File: src/slseq_pkg.sv
// ----------------------------------------------------------------------------
// slseq_pkg
// Types, register indexes and reset values for the start lamp sequencer.
// ----------------------------------------------------------------------------
package slseq_pkg;

    localparam int unsigned TIME_W      = 16;
    localparam int unsigned CFG_INDEX_W = 4;

    typedef logic [TIME_W-1:0]      ms_t;
    typedef logic [CFG_INDEX_W-1:0] cfg_index_t;

    // Configuration register indexes.
    localparam cfg_index_t CFG_GREEN_HOLD = cfg_index_t'(0);
    localparam cfg_index_t CFG_GREEN_LEAD = cfg_index_t'(1);
    localparam cfg_index_t CFG_BUZZER     = cfg_index_t'(2);
    localparam cfg_index_t CFG_DEBOUNCE   = cfg_index_t'(3);

    // Reset values of the configuration registers.
    localparam ms_t GREEN_HOLD_RESET = ms_t'(2000);
    localparam ms_t GREEN_LEAD_RESET = ms_t'(50);
    localparam ms_t BUZZER_RESET     = ms_t'(500);
    localparam ms_t DEBOUNCE_RESET   = ms_t'(20);

    localparam ms_t SINCE_MAX = '1;

    typedef enum logic [1:0] {
        OP_TICK  = 2'd0,
        OP_RED   = 2'd1,
        OP_GREEN = 2'd2,
        OP_RESET = 2'd3
    } op_t;

    typedef struct packed {
        op_t  op;
        logic button_pressed;
    } in_t;

    typedef struct packed {
        logic red_lamp;
        logic green_lamp;
        logic buzzer_drive;
        logic button_event;
    } out_t;

    typedef struct packed {
        ms_t hold_time;
        ms_t lead_time;
        ms_t buzz_time;
        ms_t settle_time;
    } cfg_t;

    typedef struct packed {
        logic red_state;
        logic green_state;
        logic buzz_state;
        ms_t  green_left;
        ms_t  red_left;
        ms_t  buzz_left;
        logic button_level;
        ms_t  since_change;
    } state_t;

endpackage

File: src/start_lamp_sequencer.sv
// ----------------------------------------------------------------------------
// start_lamp_sequencer
// Start-signal lamp controller: red, green and buzzer driven by ticks and commands.
// ----------------------------------------------------------------------------
// A word's result is registered on out_data in the cycle after it is accepted.
// Throughput: one word per cycle while out_stall is low; the state update is a single
// pass of countdown and compare logic between state registers and result register.
// Reset: rst_n clears lamps, buzzer, countdowns, debounce state and the result
// register at once, and loads the configuration registers with their defaults.
module start_lamp_sequencer (
    input  logic                   clk,
    input  logic                   rst_n,
    input  logic                   in_valid,
    output logic                   in_stall,
    input  slseq_pkg::in_t         in_data,
    output logic                   out_valid,
    input  logic                   out_stall,
    output slseq_pkg::out_t        out_data,
    input  logic                   cfg_we,
    input  slseq_pkg::cfg_index_t  cfg_index,
    input  slseq_pkg::ms_t         cfg_data
);
    import slseq_pkg::*;

    cfg_t   cfg_reg;
    state_t state_reg;
    state_t state_next;
    out_t   result_next;
    out_t   out_data_reg;
    logic   out_valid_reg;
    logic   in_accept;

    // The result register frees up in the same cycle that its word is taken, so
    // a new word can be accepted every cycle while the output side keeps up.
    assign in_stall  = out_valid_reg && out_stall;
    assign in_accept = in_valid && !in_stall;

    // Configuration writes; an index beyond the four registers is ignored.
    always_ff @(posedge clk or negedge rst_n)
    begin
        if (!rst_n)
        begin
            cfg_reg.hold_time   <= GREEN_HOLD_RESET;
            cfg_reg.lead_time   <= GREEN_LEAD_RESET;
            cfg_reg.buzz_time   <= BUZZER_RESET;
            cfg_reg.settle_time <= DEBOUNCE_RESET;
        end
        else if (cfg_we)
        begin
            unique case (cfg_index)
                CFG_GREEN_HOLD: cfg_reg.hold_time   <= cfg_data;
                CFG_GREEN_LEAD: cfg_reg.lead_time   <= cfg_data;
                CFG_BUZZER:     cfg_reg.buzz_time   <= cfg_data;
                CFG_DEBOUNCE:   cfg_reg.settle_time <= cfg_data;
                default:
                begin
                end
            endcase
        end
    end

    slseq_step u_step (
        .cur    (state_reg),
        .cfg    (cfg_reg),
        .item   (in_data),
        .nxt    (state_next),
        .result (result_next)
    );

    // The state moves on as each word is accepted, and its result is captured
    // alongside it so the output side sees the lamp drive after that word.
    always_ff @(posedge clk or negedge rst_n)
    begin
        if (!rst_n)
        begin
            state_reg     <= '0;
            out_valid_reg <= 1'b0;
            out_data_reg  <= '0;
        end
        else
        begin
            if (in_accept)
            begin
                state_reg     <= state_next;
                out_data_reg  <= result_next;
                out_valid_reg <= 1'b1;
            end
            else if (!out_stall)
            begin
                out_valid_reg <= 1'b0;
            end
        end
    end

    assign out_valid = out_valid_reg;
    assign out_data  = out_data_reg;

endmodule

File: src/slseq_step.sv
// ----------------------------------------------------------------------------
// slseq_step
// Next-state and result logic for one tick or command.
// ----------------------------------------------------------------------------
module slseq_step (
    input  slseq_pkg::state_t cur,
    input  slseq_pkg::cfg_t   cfg,
    input  slseq_pkg::in_t    item,
    output slseq_pkg::state_t nxt,
    output slseq_pkg::out_t   result
);
    import slseq_pkg::*;

    ms_t  green_dec;
    ms_t  red_dec;
    ms_t  buzz_dec;
    ms_t  since_inc;
    logic accept_change;
    logic press;

    // A countdown at zero stays there; one at one expires on this tick.
    assign green_dec = (cur.green_left != '0) ? cur.green_left - ms_t'(1) : '0;
    assign red_dec   = (cur.red_left   != '0) ? cur.red_left   - ms_t'(1) : '0;
    assign buzz_dec  = (cur.buzz_left  != '0) ? cur.buzz_left  - ms_t'(1) : '0;

    assign since_inc = (cur.since_change != SINCE_MAX) ? cur.since_change + ms_t'(1)
                                                       : cur.since_change;
    assign accept_change = (item.button_pressed != cur.button_level)
                        && (since_inc > cfg.settle_time);
    assign press = accept_change && item.button_pressed;

    always_comb
    begin
        nxt = cur;
        result.button_event = 1'b0;
        unique case (item.op)
            OP_TICK:
            begin
                nxt.green_left = green_dec;
                nxt.red_left   = red_dec;
                nxt.buzz_left  = buzz_dec;
                if (cur.green_left == ms_t'(1))
                begin
                    nxt.green_state = 1'b0;
                end
                if (cur.red_left == ms_t'(1))
                begin
                    nxt.red_state = 1'b0;
                end
                if (cur.buzz_left == ms_t'(1))
                begin
                    nxt.buzz_state = 1'b0;
                end
                nxt.since_change = since_inc;
                if (accept_change)
                begin
                    nxt.button_level = item.button_pressed;
                    nxt.since_change = '0;
                end
                result.button_event = press;
            end
            OP_RED:
            begin
                nxt.red_state   = 1'b1;
                nxt.green_state = 1'b0;
                nxt.green_left  = '0;
                nxt.red_left    = '0;
            end
            OP_GREEN:
            begin
            end
            OP_RESET:
            begin
                nxt.red_state   = 1'b0;
                nxt.green_state = 1'b0;
                nxt.buzz_state  = 1'b0;
                nxt.green_left  = '0;
                nxt.red_left    = '0;
                nxt.buzz_left   = '0;
            end
            default:
            begin
            end
        endcase

        // A green command or an accepted press lights green, sounds the buzzer and reloads the timers.
        if (item.op == OP_GREEN || (item.op == OP_TICK && press))
        begin
            nxt.green_state = 1'b1;
            nxt.buzz_state  = 1'b1;
            nxt.red_left    = (cfg.lead_time == '0) ? ms_t'(1) : cfg.lead_time;
            nxt.green_left  = (cfg.hold_time == '0) ? ms_t'(1) : cfg.hold_time;
            nxt.buzz_left   = (cfg.buzz_time == '0) ? ms_t'(1) : cfg.buzz_time;
        end

        result.red_lamp     = nxt.red_state;
        result.green_lamp   = nxt.green_state;
        result.buzzer_drive = nxt.buzz_state;
    end

endmodule

File: config.mk
export PLATFORM = sky130hd
export DESIGN_NAME = start_lamp_sequencer
export DESIGN_NICKNAME = d
export VERILOG_FILES = /design/src/slseq_pkg.sv /design/src/start_lamp_sequencer.sv /design/src/slseq_step.sv
export SDC_FILE = /design/constraint.sdc
export NUM_CORES = 1
export LEC_CHECK = 0
export BUFFER_PORTS_ARGS = -buffer_cell sky130_fd_sc_hd__buf_2
export CAP_MARGIN = 20
export CORE_MARGIN = 2
export CORE_UTILIZATION = 40
export DETAILED_ROUTE_END_ITERATION = 7
export SETUP_SLACK_MARGIN = 0.2
export SLEW_MARGIN = 10
export SYNTH_ARGS = -nofsm -noshare
export SYNTH_HDL_FRONTEND = slang
export SYNTH_SLANG_ARGS = --single-unit
File: constraint.sdc
create_clock -name clk -period 4.5 [get_ports clk]
set_input_delay 0 -clock clk [delete_from_list [all_inputs] [get_ports clk]]
set_output_delay 0 -clock clk [all_outputs]
set_load 0.02 [all_outputs]
=== Word level (Yosys, flattened, before mapping) ===
Index checks and enable logic that the tools add are counted.

* Equality and inequality tests: 15
* Add/subtract/negate cells: 4
* Reductions and logical operators: 31
* $lt $le $gt $ge: 1
* Muxes and demuxes: 19

{| class="wikitable"
|+ Operator list
! kind !! number
|-
| two-way mux 16 bit || 8
|-
| one-hot mux 32 bit (2 select lines) || 1
|-
| two-way mux 50 bit || 1
|-
| == test 16 x 1 -> 1 bit, second input constant || 3
|-
| zero test 16 bit || 3
|-
| nonzero test 16 bit || 3
|-
| subtractor 16 x 1 -> 16 bit, second input constant || 3
|-
| one-hot mux 16 bit (2 select lines) || 1
|-
| adder 16 x 1 -> 16 bit, second input constant || 1
|-
| > comparator 16 bit || 1
|-
| inequality test 16 bit, second input constant || 1
|-
| AND reduction 2 bit || 7
|-
| AND reduction 3 bit || 4
|-
| nonzero test 3 bit || 3
|-
| == test 4 x 2 -> 1 bit, second input constant || 2
|-
| two-way mux 1 bit || 6
|-
| inequality test 3 x 2 -> 1 bit, second input constant || 2
|-
| one-hot mux 2 bit (3 select lines) || 1
|-
| logical AND 1 bit || 5
|-
| == test 2 bit, second input constant || 2
|-
| == test 4 x 1 -> 1 bit, second input constant || 1
|-
| zero test 4 bit || 1
|-
| inequality test 2 x 1 -> 1 bit, second input constant || 2
|-
| nonzero test 4 bit || 1
|-
| 7 further kinds || 7
|}

* Output and inout port bits: 6
* Bits in registers: 134
* Logic and storage cells: 84

=== Logic depth before layout (Yosys ltp) ===
* Depth in word-level cells: 9
* Mapped depth: 18
* Depth with buffers taken out: 15

=== Hierarchy ===
A second synthesis with hierarchy kept.

* Cell total of the unflattened synthesis: 778
* Area, all modules: 8436.8 um2

{| class="wikitable"
|+ Modules (own cells, without submodules)
! module !! sequential area each (um2) !! area each (um2) !! cells each !! times used
|-
| start_lamp_sequencer || 3449.6 || 5205.0 || 295 || 1
|-
| slseq_step || 0.0 || 3231.8 || 483 || 1
|}

=== Least setup slack after synthesis ===
OpenSTA, ideal clock, no wires.

* Path type: register -> register
* Start point: reg state_reg[4] in the netlist's numbering
* End point: reg state_reg[37] in the netlist's numbering
* Clock period less this slack: 3745 ps
* Required time: 4374 ps
* Arrival: 3619 ps
* Stages on the path, launching flop included: 16
* Slack: 755 ps
* Setup time: 126 ps
* Cells stage by stage: dfrtp_1 -> nand4_1 -> or2_2 -> nor3_1 -> nand3_1 -> mux2_2 -> ha_1 -> nand4_1 -> nor4_1 -> a21boi_1 -> o31a_1 -> buf_2 -> a21oi_1 -> buf_2 -> and3_1 -> a221o_1

* Longest elaborated chain between the ends: 9
* Elaborated cells on any way between the ends: 11

{| class="wikitable"
|+ Ends and longest elaborated chain
! element !! RTL line !! source
|-
| start, declared || start_lamp_sequencer.sv:26 || <nowiki>state_t state_reg;</nowiki>
|-
| start signal, assigned || start_lamp_sequencer.sv:84 || <nowiki>state_reg <= state_next;</nowiki>
|-
| adder 16 x 1 -> 16 bit or inequality test 16 bit (tied branches) || slseq_step.sv:26 || <nowiki>assign since_inc = (cur.since_change != SINCE_MAX) ? cur.since_change + ms_t'(1)</nowiki>
|-
| two-way mux 16 bit * || slseq_step.sv:26 ||
|-
| > comparator 16 bit * || slseq_step.sv:29 || <nowiki>&& (since_inc > cfg.settle_time);</nowiki>
|-
| logical AND 1 bit * || slseq_step.sv:29 ||
|-
| logical AND 1 bit * || slseq_step.sv:30 || <nowiki>assign press = accept_change && item.button_pressed;</nowiki>
|-
| logical AND 1 bit * || slseq_step.sv:87 || <nowiki>if (item.op == OP_GREEN || (item.op == OP_TICK && press))</nowiki>
|-
| logical OR 1 bit * || slseq_step.sv:87 ||
|-
| nonzero test 3 bit (no line) || -- ||
|-
| AND reduction 2 bit (no line) || -- ||
|}

Mark *: on every way between the ends. The rest lies on a longest branch, timed or not.
A chain may end at the register's enable or synchronous reset.

=== Worst setup path after layout ===
* Start point: reg state_reg[6] in the netlist's numbering
* End point: reg state_reg[20] in the netlist's numbering

Same word-level chain as after synthesis.

==> flow_metrics.py <==
metrics = {
    "run_status": {
        "run_status": "completed",
    },
    "placed_design": {
        "io_buffers": 33,
        "place_ws_ns": 0.1694,
        "placed_area_um2": 7921,
        "place_hpwl_mm": 14.93,
        "gp_congestion": 0.8731,
    },
    "detailed_routing": {
        "drc": 0,
        "first_iter_violations": 563,
        "routed_via_density": 5.975,
        "routed_wl_mm": 21.64,
        "num_vias": 6381,
        "firstDrtPassIters": 5,
        "wl_per_cell_um": 20.26,
        "postRouteAntennaNets": 0,
    },
    "cells_and_area": {
        "mostFrequentLayoutCells": "114 x dfrtp_1, 66 x nand2_1, 59 x mux2_2, 41 x inv_1, 40 x nand3_1",
        "drive_gt1_share_pct": 24.55,
        "design_area_um2": 8936,
        "largest_reg_flops": 65,
        "fin_nets": 879,
        "diodes": 0,
        "syn2layout_area_growth_pct": 20.28,
        "final_common_cell": "dfrtp_1",
    },
    "clock_network": {
        "cts_htree_levels": 4,
        "clkSinkCount": 134,
        "insertion_delay_ns": 0.43,
        "clk_path_buf_depth": 2,
        "cts.clk_slew.worst_paths_ns": 0.06,
        "root_buffer": "clkbuf_16",
        "cts_made_buffers": 17,
        "cts_tree": "done",
    },
    "logic_synthesis": {
        "ys_warn_count": 0,
        "post-synth-top-area-cell": "dfrtp_1",
        "async_flop_share_pct": 100.0,
        "synth_top_area_share_pct": 39.41,
        "postSynthAreaPerCell_um2": 9.841,
        "syn_inst": 755,
        "syn-num-nets": 808,
        "synthTopCellsByArea": "dfrtp_1 39%, mux2_2 8.9%, dfstp_2 6.0%",
        "yosysSeqAreaShare_pct": 45.42,
        "synth-edff-count": 0,
        "netlist_area_um2": 7430,
        "ys_ff_latch": 134,
        "ys.flop_type": "dfrtp_1",
        "synth_cell_types": 69,
    },
    "worst_setup_path": {
        "cp.arrival_ns": 4.42,
        "setup.worst_path.start": "state_reg[6]",
        "worstRegToRegCells": 17,
        "critPathKind": "flop to flop",
        "critPathMaxStageDelay_ns": 0.40,
        "end_kind": "flop",
        "required_ns": 4.81,
        "rrSetupSlack_ns": 0.39,
        "crit_path_start_kind": "flop",
        "r2r_end": "state_reg[20]",
        "cp_top_family": "simple AND/OR/NAND/NOR gates",
        "slowest_stage": "dfrtp_1",
        "path_cells": "nand4_1 -> or2_4 -> nor4_2 -> buf_4 -> nor2_1 -> nand3_1 -> xnor2_1 -> ha_1 -> nand2_1 -> nor4_4 -> a21boi_4 -> buf_4 -> o31a_1 -> a21o_1 -> buf_6 -> nor3_1 -> a221o_2",
        "r2r_start": "state_reg[6]",
        "crit_fanout": 17,
        "cp_num_buf_inv": 3,
        "crit_top_cell": "buf_4",
    },
    "timing": {
        "slew_headroom_pct": 40.72,
        "finClkSkew_ns": 0.009476,
        "hold_viol": 0,
        "hold_slack_ns": 0.05955,
        "rsz0062_at_grt": "false",
        "fin_crit_ns": 4.110,
        "setup_slack_ns": 0.3901,
        "max_freq_ghz": 0.2433,
        "slew_viol_final": 0,
        "tns_ns": 0,
        "tightest_slew_ns": 0.8892,
        "setup-violations-final": 0,
        "min_period_over_period_pct": 91.33,
    },
    "die": {
        "initial_core_util_pct": 41.08,
        "die_h_um": 140.3,
        "fp.dieArea_um2": 19680,
        "ios": 34,
        "fp.coreArea_um2": 18090,
        "fp.dieW_um": 140.3,
        "rows": 49,
    },
    "global_routing": {
        "track_usage_pct": 22.65,
        "gr-total-overflow": 0,
        "grt_pass1_wl_mm": 34.44,
        "antenna_found_initial": 0,
        "grt_pass1_vias": 6269,
        "grt_max_degree": 97,
    },
    "worst_hold_path": {
        "hold_depth": 4,
        "hp-start": "in_data[1]",
        "hold_class": "input port to flop",
        "hold_path_end": "out_data[1]",
    },
    "pwr": {
        "power.leakage_nw": 3.907,
        "ir_drop_mv": 0.2712,
        "p_per_area_nw_per_um2": 557.3,
    },
    "run": {
        "maxCapViolations": 0,
    },
}
==> where the power goes <==
part	internal (mW)	switching [mW]	total, mW
Sequential	1.57	0.366	1.94
Clock	0.938	0.541	1.48
Combinational	0.681	0.880	1.56
Total	3.19	1.79	4.98
==> final cells by class <==
type | instances | area (um^2)
multi-input cells | 549 | 3881
inverters | 41 | 153.9
clock inverters | 13 | 180.2
repair buffers | 83 | 613.1
clock buffers | 19 | 442.9
fillers | 1616 | 9150
flip-flops and latches | 134 | 3378
well taps | 229 | 286.5
==> metal layers <==
layer	GRT usage, %	part of all wire, %	vias up
met1	30.31	45	3239
met2	36.74	48	182
met4	7.390	1.8	0
met3	4.923	5.1	31
li1	-	-	2929
met5	0	0	-
==> how the worst max path moves through the flow <==
stage                                to  slack (ns)  depth (start not counted)
after detailed placement  state_reg[10]        0.17                         16
after global routing      state_reg[27]        0.16                         17
after global placement    state_reg[63]        0.21                         15
final                     state_reg[20]        0.39                         17
after CTS                 state_reg[52]        0.23                         15
after floorplan           state_reg[37]        0.76                         15
==> synth_stat cells, types with 3 or more instances <==
| cell | n |
|---|---|
| a211o_1 | 10 |
| a211oi_1 | 3 |
| a21o_1 | 8 |
| a21oi_1 | 36 |
| a221o_1 | 15 |
| a22o_1 | 3 |
| a31oi_1 | 3 |
| a32oi_1 | 3 |
| a41oi_1 | 3 |
| and2_1 | 4 |
| and3_1 | 7 |
| buf_2 | 5 |
| buf_4 | 3 |
| clkbuf_1 | 21 |
| dfrtp_1 | 117 |
| dfstp_2 | 17 |
| ha_1 | 25 |
| inv_1 | 41 |
| mux2_2 | 59 |
| nand2_1 | 69 |
| nand2b_1 | 7 |
| nand3_1 | 41 |
| nand4_1 | 7 |
| nor2_1 | 36 |
| nor2b_1 | 4 |
| nor3_1 | 28 |
| nor3b_1 | 5 |
| nor4_1 | 19 |
| o211ai_1 | 12 |
| o21ai_0 | 36 |
| o21ai_1 | 6 |
| o221ai_1 | 5 |
| o2bb2ai_1 | 3 |
| o311ai_0 | 4 |
| o31ai_1 | 8 |
| or2_2 | 4 |
| or3_1 | 23 |
| or4_1 | 3 |
| xnor2_1 | 12 |
==> kinds of logic after synthesis <==
group	Yosys count	synth area share, %
AO/OA/AOI/OAI	174	16.12
AND/OR/NAND/NOR	276	19.54
buffers and inverters	73	4.126
multiplexers	59	8.942
XOR/XNOR	14	1.650
flip-flops	134	45.42
adder cells (fa/ha/maj)	25	4.210
==> stage by stage <==
| stage | power, mW | instances | utilization [%] |
|---|---|---|---|
| final | 4.980 | 1068 | 49.41 |
| after floorplan | 2.937 | 755 | - |
| after CTS | 4.942 | 1063 | 48.59 |
| after detailed placement | 3.408 | 1008 | 43.80 |
| after global routing | 5.267 | 1068 | 49.41 |
| after global placement | 3.353 | 1007 | 43.74 |
==> repair_timing <==
action	in CTS	in global routing
pin swaps	1	6
endpoints found under the setup margin	13	66
resized for setup	4	27
hold endpoints to repair	154	0
cloned	1	0
hold buffers	22	0
setup buffers	0	5
==> worst register-to-register path, stage by stage, from the launching register on <==
cell	delay (ns)
dfrtp_1	0.40
nand4_1	0.21
or2_4	0.34
nor4_2	0.30
buf_4	0.21
nor2_1	0.09
nand3_1	0.15
xnor2_1	0.12
ha_1	0.32
nand2_1	0.10
nor4_4	0.31
a21boi_4	0.25
buf_4	0.14
o31a_1	0.31
a21o_1	0.18
buf_6	0.18
nor3_1	0.09
a221o_2	0.31
Note: power is estimated with default switching activity, not from simulation.
